$ cat src/sv/mrs_pkg.sv
// Shared constants and types for the mesh radius signature block.
package mrs_pkg;

    localparam int unsigned WORD_W = 64;
    localparam int unsigned HALF_W = 32;

    localparam logic [WORD_W-1:0] GOLDEN_STEP = 64'h9e37_79b9_7f4a_7c15;
    localparam logic [WORD_W-1:0] MIX_MUL_A   = 64'hbf58_476d_1ce4_e5b9;
    localparam logic [WORD_W-1:0] MIX_MUL_B   = 64'h94d0_49bb_1331_11eb;
    localparam int unsigned MIX_SHIFT_A = 30;
    localparam int unsigned MIX_SHIFT_B = 27;
    localparam int unsigned MIX_SHIFT_C = 31;

    typedef logic [WORD_W-1:0] word_t;

    typedef struct packed {
        logic  start;
        word_t a;
        word_t b;
    } mrs_mul_req_t;

    typedef struct packed {
        logic  busy;
        logic  done;
        word_t prod;
    } mrs_mul_rsp_t;

endpackage

$ cat src/sv/mrs_if.sv
// Handshake channels: point words in, change result words out.
interface mrs_in_if;
    logic                        valid;
    logic                        ready;
    logic [mrs_pkg::WORD_W-1:0]  radius_bits;
    logic                        point_valid;
    logic                        last_point;

    modport source (output valid, output radius_bits, output point_valid,
                    output last_point, input ready);
    modport sink   (input valid, input radius_bits, input point_valid,
                    input last_point, output ready);
endinterface

interface mrs_out_if;
    logic valid;
    logic ready;
    logic mesh_changed;

    modport source (output valid, output mesh_changed, input ready);
    modport sink   (input valid, input mesh_changed, output ready);
endinterface

$ cat src/sv/mesh_radius_signature_core.sv
// Top level: hash sequencer, frame sums, signature compare and result register.
//
//  channel   direction  handshake     word fields
//  points    sink       valid/ready   radius_bits[63:0], point_valid, last_point
//  result    source     valid/ready   mesh_changed
//
//  A point word holds off the next ready until its hash and square are done: three 64-bit
//  products, each three passes of the one 32x32 multiplier plus issue and collect.
//  A point word marked last then also passes through the close state; a bare end
//  marker goes straight to it; a bare non-last word without a point is dropped.
//  Reset clears the saved signature and the running sums.
//  A closing frame waits while the result register still holds an untaken word.
module mesh_radius_signature_core (
    input  logic  clk,
    input  logic  rst_n,
    mrs_in_if.sink    points,
    mrs_out_if.source result
);
    import mrs_pkg::*;

    localparam logic [2:0] ST_IDLE  = 3'd0;
    localparam logic [2:0] ST_MIX1  = 3'd1;
    localparam logic [2:0] ST_WAIT1 = 3'd2;
    localparam logic [2:0] ST_MIX2  = 3'd3;
    localparam logic [2:0] ST_WAIT2 = 3'd4;
    localparam logic [2:0] ST_SQ    = 3'd5;
    localparam logic [2:0] ST_WAIT3 = 3'd6;
    localparam logic [2:0] ST_CLOSE = 3'd7;

    logic [2:0]    state_reg;
    logic [2:0]    state_next;
    word_t         x_reg;
    word_t         x_next;
    logic          last_reg;
    logic          last_next;
    logic          sig_valid_reg;
    word_t         saved_count_reg;
    word_t         saved_sum_reg;
    word_t         saved_sq_reg;
    word_t         saved_xor_reg;
    word_t         run_count_reg;
    word_t         run_sum_reg;
    word_t         run_sq_reg;
    word_t         run_xor_reg;
    logic          out_valid_reg;
    logic          out_changed_reg;
    logic          in_fire;
    logic          close_fire;
    logic          changed;
    word_t         hash;
    mrs_mul_req_t  mul_req;
    mrs_mul_rsp_t  mul_rsp;

    mrs_mul u_mul (
        .clk   (clk),
        .rst_n (rst_n),
        .req   (mul_req),
        .rsp   (mul_rsp)
    );

    assign points.ready = (state_reg == ST_IDLE);
    assign in_fire      = points.valid && points.ready;
    assign close_fire   = (state_reg == ST_CLOSE) && (!out_valid_reg || result.ready);
    assign hash         = mul_rsp.prod ^ (mul_rsp.prod >> MIX_SHIFT_C);

    assign changed = !sig_valid_reg
        || (run_count_reg != saved_count_reg)
        || (run_sum_reg   != saved_sum_reg)
        || (run_sq_reg    != saved_sq_reg)
        || (run_xor_reg   != saved_xor_reg);

    always_comb
    begin
        mul_req.start = 1'b0;
        mul_req.a     = x_reg;
        mul_req.b     = x_reg;
        state_next    = state_reg;
        x_next        = x_reg;
        last_next     = last_reg;
        case (state_reg)
            ST_IDLE:
            begin
                if (in_fire)
                begin
                    x_next    = points.radius_bits + GOLDEN_STEP;
                    last_next = points.last_point;
                    if (points.point_valid)
                        state_next = ST_MIX1;
                    else if (points.last_point)
                        state_next = ST_CLOSE;
                end
            end
            ST_MIX1:
            begin
                mul_req.start = 1'b1;
                mul_req.a     = x_reg ^ (x_reg >> MIX_SHIFT_A);
                mul_req.b     = MIX_MUL_A;
                state_next    = ST_WAIT1;
            end
            ST_WAIT1:
            begin
                if (mul_rsp.done)
                begin
                    x_next     = mul_rsp.prod;
                    state_next = ST_MIX2;
                end
            end
            ST_MIX2:
            begin
                mul_req.start = 1'b1;
                mul_req.a     = x_reg ^ (x_reg >> MIX_SHIFT_B);
                mul_req.b     = MIX_MUL_B;
                state_next    = ST_WAIT2;
            end
            ST_WAIT2:
            begin
                if (mul_rsp.done)
                begin
                    x_next     = hash;
                    state_next = ST_SQ;
                end
            end
            ST_SQ:
            begin
                mul_req.start = 1'b1;
                state_next    = ST_WAIT3;
            end
            ST_WAIT3:
            begin
                if (mul_rsp.done)
                    state_next = last_reg ? ST_CLOSE : ST_IDLE;
            end
            ST_CLOSE:
            begin
                if (close_fire)
                    state_next = ST_IDLE;
            end
            default:
            begin
                state_next = ST_IDLE;
            end
        endcase
    end

    always_ff @(posedge clk or negedge rst_n)
    begin
        if (!rst_n)
        begin
            state_reg       <= ST_IDLE;
            sig_valid_reg   <= 1'b0;
            saved_count_reg <= '0;
            saved_sum_reg   <= '0;
            saved_sq_reg    <= '0;
            saved_xor_reg   <= '0;
            run_count_reg   <= '0;
            run_sum_reg     <= '0;
            run_sq_reg      <= '0;
            run_xor_reg     <= '0;
            out_valid_reg   <= 1'b0;
        end
        else
        begin
            state_reg <= state_next;
            if (close_fire)
                out_valid_reg <= 1'b1;
            else if (result.valid && result.ready)
                out_valid_reg <= 1'b0;
            if (state_reg == ST_SQ)
            begin
                run_count_reg <= run_count_reg + word_t'(1);
                run_sum_reg   <= run_sum_reg + x_reg;
                run_xor_reg   <= run_xor_reg ^ x_reg;
            end
            if (state_reg == ST_WAIT3 && mul_rsp.done)
                run_sq_reg <= run_sq_reg + mul_rsp.prod;
            if (close_fire)
            begin
                sig_valid_reg   <= 1'b1;
                saved_count_reg <= run_count_reg;
                saved_sum_reg   <= run_sum_reg;
                saved_sq_reg    <= run_sq_reg;
                saved_xor_reg   <= run_xor_reg;
                run_count_reg   <= '0;
                run_sum_reg     <= '0;
                run_sq_reg      <= '0;
                run_xor_reg     <= '0;
            end
        end
    end

    always_ff @(posedge clk)
    begin
        x_reg    <= x_next;
        last_reg <= last_next;
        if (close_fire)
            out_changed_reg <= changed;
    end

    assign result.valid        = out_valid_reg;
    assign result.mesh_changed = out_changed_reg;

    a_close_loads_result: assert property (@(posedge clk) disable iff (!rst_n)
        close_fire |=> (out_valid_reg && sig_valid_reg && run_count_reg == '0))
        else $error("frame close did not load result and clear sums");

    a_done_only_waiting: assert property (@(posedge clk) disable iff (!rst_n)
        mul_rsp.done |-> (state_reg == ST_WAIT1 || state_reg == ST_WAIT2
                          || state_reg == ST_WAIT3))
        else $error("multiplier finished outside a wait state");

    a_no_start_busy: assert property (@(posedge clk) disable iff (!rst_n)
        mul_rsp.busy |-> !points.ready)
        else $error("ready raised while multiplier busy");

    a_close_needs_room: assert property (@(posedge clk) disable iff (!rst_n)
        (state_reg == ST_CLOSE && out_valid_reg && !result.ready)
        |=> (state_reg == ST_CLOSE))
        else $error("frame closed over an untaken result");

endmodule

$ cat src/sv/mrs_mul.sv
// Iterative 64x64 low-half multiplier built on one 32x32 multiplier.
module mrs_mul (
    input  logic                  clk,
    input  logic                  rst_n,
    input  mrs_pkg::mrs_mul_req_t req,
    output mrs_pkg::mrs_mul_rsp_t rsp
);
    import mrs_pkg::*;

    localparam logic [1:0] STEP_LL = 2'd0;
    localparam logic [1:0] STEP_LH = 2'd1;
    localparam logic [1:0] STEP_HL = 2'd2;

    word_t              a_reg;
    word_t              b_reg;
    word_t              acc_reg;
    word_t              acc_next;
    logic               busy_reg;
    logic               done_reg;
    logic [1:0]         step_reg;
    logic [HALF_W-1:0]  mul_x;
    logic [HALF_W-1:0]  mul_y;
    word_t              part;

    always_comb
    begin
        case (step_reg)
            STEP_LL:
            begin
                mul_x = a_reg[HALF_W-1:0];
                mul_y = b_reg[HALF_W-1:0];
            end
            STEP_LH:
            begin
                mul_x = a_reg[HALF_W-1:0];
                mul_y = b_reg[WORD_W-1:HALF_W];
            end
            default:
            begin
                mul_x = a_reg[WORD_W-1:HALF_W];
                mul_y = b_reg[HALF_W-1:0];
            end
        endcase
        part = word_t'(mul_x) * word_t'(mul_y);
        if (step_reg == STEP_LL)
            acc_next = part;
        else
            acc_next = {acc_reg[WORD_W-1:HALF_W] + part[HALF_W-1:0],
                        acc_reg[HALF_W-1:0]};
    end

    always_ff @(posedge clk or negedge rst_n)
    begin
        if (!rst_n)
        begin
            busy_reg <= 1'b0;
            done_reg <= 1'b0;
            step_reg <= STEP_LL;
        end
        else
        begin
            if (req.start)
            begin
                busy_reg <= 1'b1;
                done_reg <= 1'b0;
                step_reg <= STEP_LL;
            end
            else if (busy_reg && step_reg == STEP_HL)
            begin
                busy_reg <= 1'b0;
                done_reg <= 1'b1;
                step_reg <= STEP_LL;
            end
            else
            begin
                done_reg <= 1'b0;
                if (busy_reg)
                    step_reg <= step_reg + 2'd1;
            end
        end
    end

    always_ff @(posedge clk)
    begin
        if (req.start)
        begin
            a_reg <= req.a;
            b_reg <= req.b;
        end
        if (busy_reg)
            acc_reg <= acc_next;
    end

    assign rsp.busy = busy_reg;
    assign rsp.done = done_reg;
    assign rsp.prod = acc_reg;

    a_no_restart: assert property (@(posedge clk) disable iff (!rst_n)
        req.start |-> !busy_reg)
        else $error("multiplier restarted while busy");

    a_done_after_last_step: assert property (@(posedge clk) disable iff (!rst_n)
        (busy_reg && step_reg == STEP_HL) |=> (done_reg && !busy_reg))
        else $error("multiplier did not finish after its last step");

endmodule

$ cat src/flat_wrapper.sv
// flat-port wrapper written by rule: the top's interface ports become plain ports
module mesh_radius_signature_core_flat import mrs_pkg::*;
  (clk, rst_n, points_valid, points_radius_bits, points_point_valid, points_last_point, points_ready, result_valid, result_mesh_changed, result_ready);
  mrs_in_if points_i ();
  mrs_out_if result_i ();
  input  logic clk;
  input  logic rst_n;
  input wire logic [$bits(points_i.valid)-1:0] points_valid;
  input wire logic [$bits(points_i.radius_bits)-1:0] points_radius_bits;
  input wire logic [$bits(points_i.point_valid)-1:0] points_point_valid;
  input wire logic [$bits(points_i.last_point)-1:0] points_last_point;
  output wire logic [$bits(points_i.ready)-1:0] points_ready;
  output wire logic [$bits(result_i.valid)-1:0] result_valid;
  output wire logic [$bits(result_i.mesh_changed)-1:0] result_mesh_changed;
  input wire logic [$bits(result_i.ready)-1:0] result_ready;
  assign points_i.valid = points_valid;
  assign points_i.radius_bits = points_radius_bits;
  assign points_i.point_valid = points_point_valid;
  assign points_i.last_point = points_last_point;
  assign points_ready = points_i.ready;
  assign result_valid = result_i.valid;
  assign result_mesh_changed = result_i.mesh_changed;
  assign result_i.ready = result_ready;
  mesh_radius_signature_core u_core (.clk(clk), .rst_n(rst_n), .points(points_i), .result(result_i));
endmodule
$ cat config.mk
export PLATFORM = sky130hd
export DESIGN_NAME = mesh_radius_signature_core_flat
export DESIGN_NICKNAME = d
export VERILOG_FILES = /design/src/sv/mrs_pkg.sv /design/src/sv/mrs_if.sv /design/src/sv/mesh_radius_signature_core.sv /design/src/sv/mrs_mul.sv /design/src/flat_wrapper.sv
export SDC_FILE = /design/constraint.sdc
export NUM_CORES = 2
export LEC_CHECK = 0
export BUFFER_PORTS_ARGS = -buffer_cell sky130_fd_sc_hd__buf_2
export CORE_AREA = 3 3 377 379
export DETAILED_ROUTE_END_ITERATION = 8
export DIE_AREA = 0 0 380 382
export GPL_TIMING_DRIVEN = 0
export HOLD_SLACK_MARGIN = 0.1
export PLACE_DENSITY = 0.72
export SYNTH_ARGS = -nofsm -noshare
export SYNTH_HDL_FRONTEND = slang
export SYNTH_SLANG_ARGS = --single-unit
$ cat constraint.sdc
create_clock -name clk -period 9.39 [get_ports clk]
set_input_delay 2.3475 -clock clk [delete_from_list [all_inputs] [get_ports clk]]
set_output_delay 2.3475 -clock clk [all_outputs]
set_load 0.01 [all_outputs]
==> impl_metrics.json <==
{
  "num_rows": 137,
  "slew_violations": 0,
  "ys_seq_elements": 779,
  "final_hold_viol_count": 0,
  "clock_latency_ns": 0.69,
  "cts_tree": "built",
  "core_sq_um": 139000,
  "ys_top_cells_by_area": "fa_1 (24%), dfrtp_1 (17%), edfxtp_1 (10%)",
  "synth_top_area_share_pct": 23.5,
  "ioPinCount": 73,
  "gr-usage-all-layers_pct": 46.6,
  "antenna_left": 0,
  "setup_viol": 4,
  "async_flop_share_pct": 66.9,
  "maxSlewHeadroom_pct": 1.38,
  "drt-initial-drc-count": 9497,
  "wl_um": 342000,
  "place_inst": 10500,
  "drive_gt1_share_pct": 10.3,
  "top_layer_used": "met5",
  "n_fill_cell": 11900,
  "grt-ovfl-total": 0,
  "grt_pass1_wl_um": 479000,
  "routed-wl-met2_um": 132000,
  "syn_nets": 9867,
  "crit_family": "adder cells",
  "post_synth.cell_area_avg_sq_um": 9.02,
  "endpoint_kind": "flop",
  "finalClockSkew_ns": 0.0294,
  "antenna_found_initial": 26,
  "cts.sinks": 779,
  "setup_slack_ns": -0.317,
  "muxShareOfSynthArea_pct": 2.26,
  "final_cell_mix": "nand2_1 (1571), inv_1 (1049), fa_1 (864), nor2_1 (695), dfrtp_1 (519)",
  "cpMostUsedCell": "fa_1",
  "netlist.top_cell.by_area": "fa_1",
  "start_kind": "flop",
  "fin_crit_ns": 9.71,
  "synth_cells": 8475,
  "synth_top_family_by_area": "adder cells",
  "drt-met1-wl_um": 131000,
  "arrival_ns": 10.12,
  "synth_warnings": 0,
  "status": "complete, but fails checks",
  "nNetsFinal": 10200,
  "place_hpwl_um": 274000,
  "grt_setup_unrepaired": "true",
  "grt_pass1_vias": 66200,
  "max_slew.worst_pin.slew_ns": 1.46,
  "root_buffer": "clkbuf_16",
  "fp.dieW_um": 380,
  "initial_core_util_pct": 54.9,
  "max_freq_ghz": 0.103,
  "dr.pass1.iters": 9,
  "vias": 68900,
  "die_h_um": 382,
  "synth_area_sq_um": 76500,
  "max_cap_viol_count": 1,
  "cts-buffers-inserted": 81,
  "synth_cell_types": 84,
  "synth_compound_area_share_pct": 11.1,
  "ys.flop_type": "dfrtp_1",
  "synthToLayoutAreaGrowth_pct": 13.7,
  "cp_max_fo": 7,
  "clk_path_buf_depth": 3,
  "h-tree-depth": 3,
  "layout_commonest_cell": "nand2_1",
  "period_share_pct": 103,
  "portBuffers": 69,
  "avgRoutedWirePerCell_um": 31.7,
  "synth-simple-area-share_pct": 15.6,
  "met3WireLength_um": 59700,
  "max_stage_delay_ns": 0.56,
  "violations": "capacitance limit, setup timing",
  "finalNonFillerCells": 10800,
  "grt_max_degree": 118,
  "synth_xor_area_share_pct": 6.12,
  "hp-class": "reg -> reg",
  "synthAdderAreaFrac_pct": 30.5,
  "routabilityCongestion": 1.10,
  "via_per_inst": 6.40,
  "drc": 0,
  "clkTransAtPathRegs_ns": 0.07,
  "critPathRequiredTime_ns": 9.80,
  "worst-path-buf-inv": 12,
  "synth_seq_area_share_pct": 27.2,
  "synth_edf_count": 258,
  "crit_type": "reg -> reg",
  "dieArea_sq_um": 145000,
  "cp_slowest_cell": "fa_1"
}
-- area by class of cell --
type                            count  area (sq um)  area share [%]
Antenna cell                       14          35.0          0.0403
Buffer                            390          2420            2.78
Clock buffer                      110          2300            2.64
Clock inverter                     35           465           0.535
Inverter                         1068          4010            4.61
Multi-Input combinational cell   6221         52200            60.1
Sequential cell                   779         20800            23.9
Tap cell                         1876          2350            2.70
Timing Repair Buffer              278          2360            2.72
-- worst paths after layout --
path                                                           start  cells after the start  slack (ns)                                 end
worst max-delay path            u_core.u_mul.step_reg[0]$_DFFE_PN0P_                     38       -0.32  u_core.u_mul.acc_reg[63]$_DFFE_PP_
worst min-delay path                u_core.sig_valid_reg$_DFFE_PN0P_                      1        0.48    u_core.sig_valid_reg$_DFFE_PN0P_
worst max register to register  u_core.u_mul.step_reg[0]$_DFFE_PN0P_                     38       -0.32  u_core.u_mul.acc_reg[63]$_DFFE_PP_
worst min register to register      u_core.sig_valid_reg$_DFFE_PN0P_                      1        0.48    u_core.sig_valid_reg$_DFFE_PN0P_
max in group asynchronous                                      rst_n                      5        5.75  u_core.run_sum_reg[29]$_DFFE_PN0P_
min in group asynchronous                                      rst_n                      1        1.52   u_core.run_sq_reg[36]$_DFFE_PN0P_
-- Yosys cell counts (32+ instances only) --
library cell,n
nand2_1,1577
inv_1,1067
fa_1,899
nor2_1,712
dfrtp_1,521
o21ai_0,483
ha_1,423
clkbuf_1,375
xor2_1,298
a21oi_1,290
edfxtp_1,258
xnor2_1,236
a21o_1,134
nand3_1,104
mux2i_1,102
nand4_1,90
o22ai_1,64
mux2_2,62
nand2b_1,52
nor4_1,51
a221oi_1,50
and2_1,49
nor3_1,44
o21bai_1,40
and3_1,36
buf_1,32
-- stage by stage --
step                      area (sq um)  setup slack (ns)  hold slack [ns]  utilization, %  setup TNS (ns)
after detailed placement         79900             -2.94            0.464            57.4          -67.38
final                            86900            -0.317            0.483            62.5          -0.846
after floorplan                  76500           -0.0437            0.427               -         -0.0437
after global placement           79200             -5.27            0.451            56.9        -2780.60
after CTS                        85700            -0.146            0.482            61.6          -0.433
after global routing             86900            -0.490            0.508            62.4           -2.37
-- routing by layer --
layer	up-vias	GRT usage (%)
li1	28200	-
met1	34500	64.0
met5	-	1.42
met2	5180	61.5
met4	26	20.4
met3	1039	23.0
-- timing repair --
item	in CTS	in global routing
endpoints found under the setup margin	46	22
setup buffers	117	57
pin swaps	84	107
hold buffers	0	0
gates cloned	1	1
gates resized for setup	560	219
-- cell families after synthesis --
logic type | count (synthesis)
AND/OR/NAND/NOR | 2840
AO/OA/AOI/OAI | 1360
multiplexers | 165
flip-flops | 779
buffers and inverters | 1475
adder cells (fa/ha/maj) | 1322
XOR/XNOR | 534
Power is not shown: default switching activity piles up to over one toggle a cycle in this logic, so the estimate is an artifact.
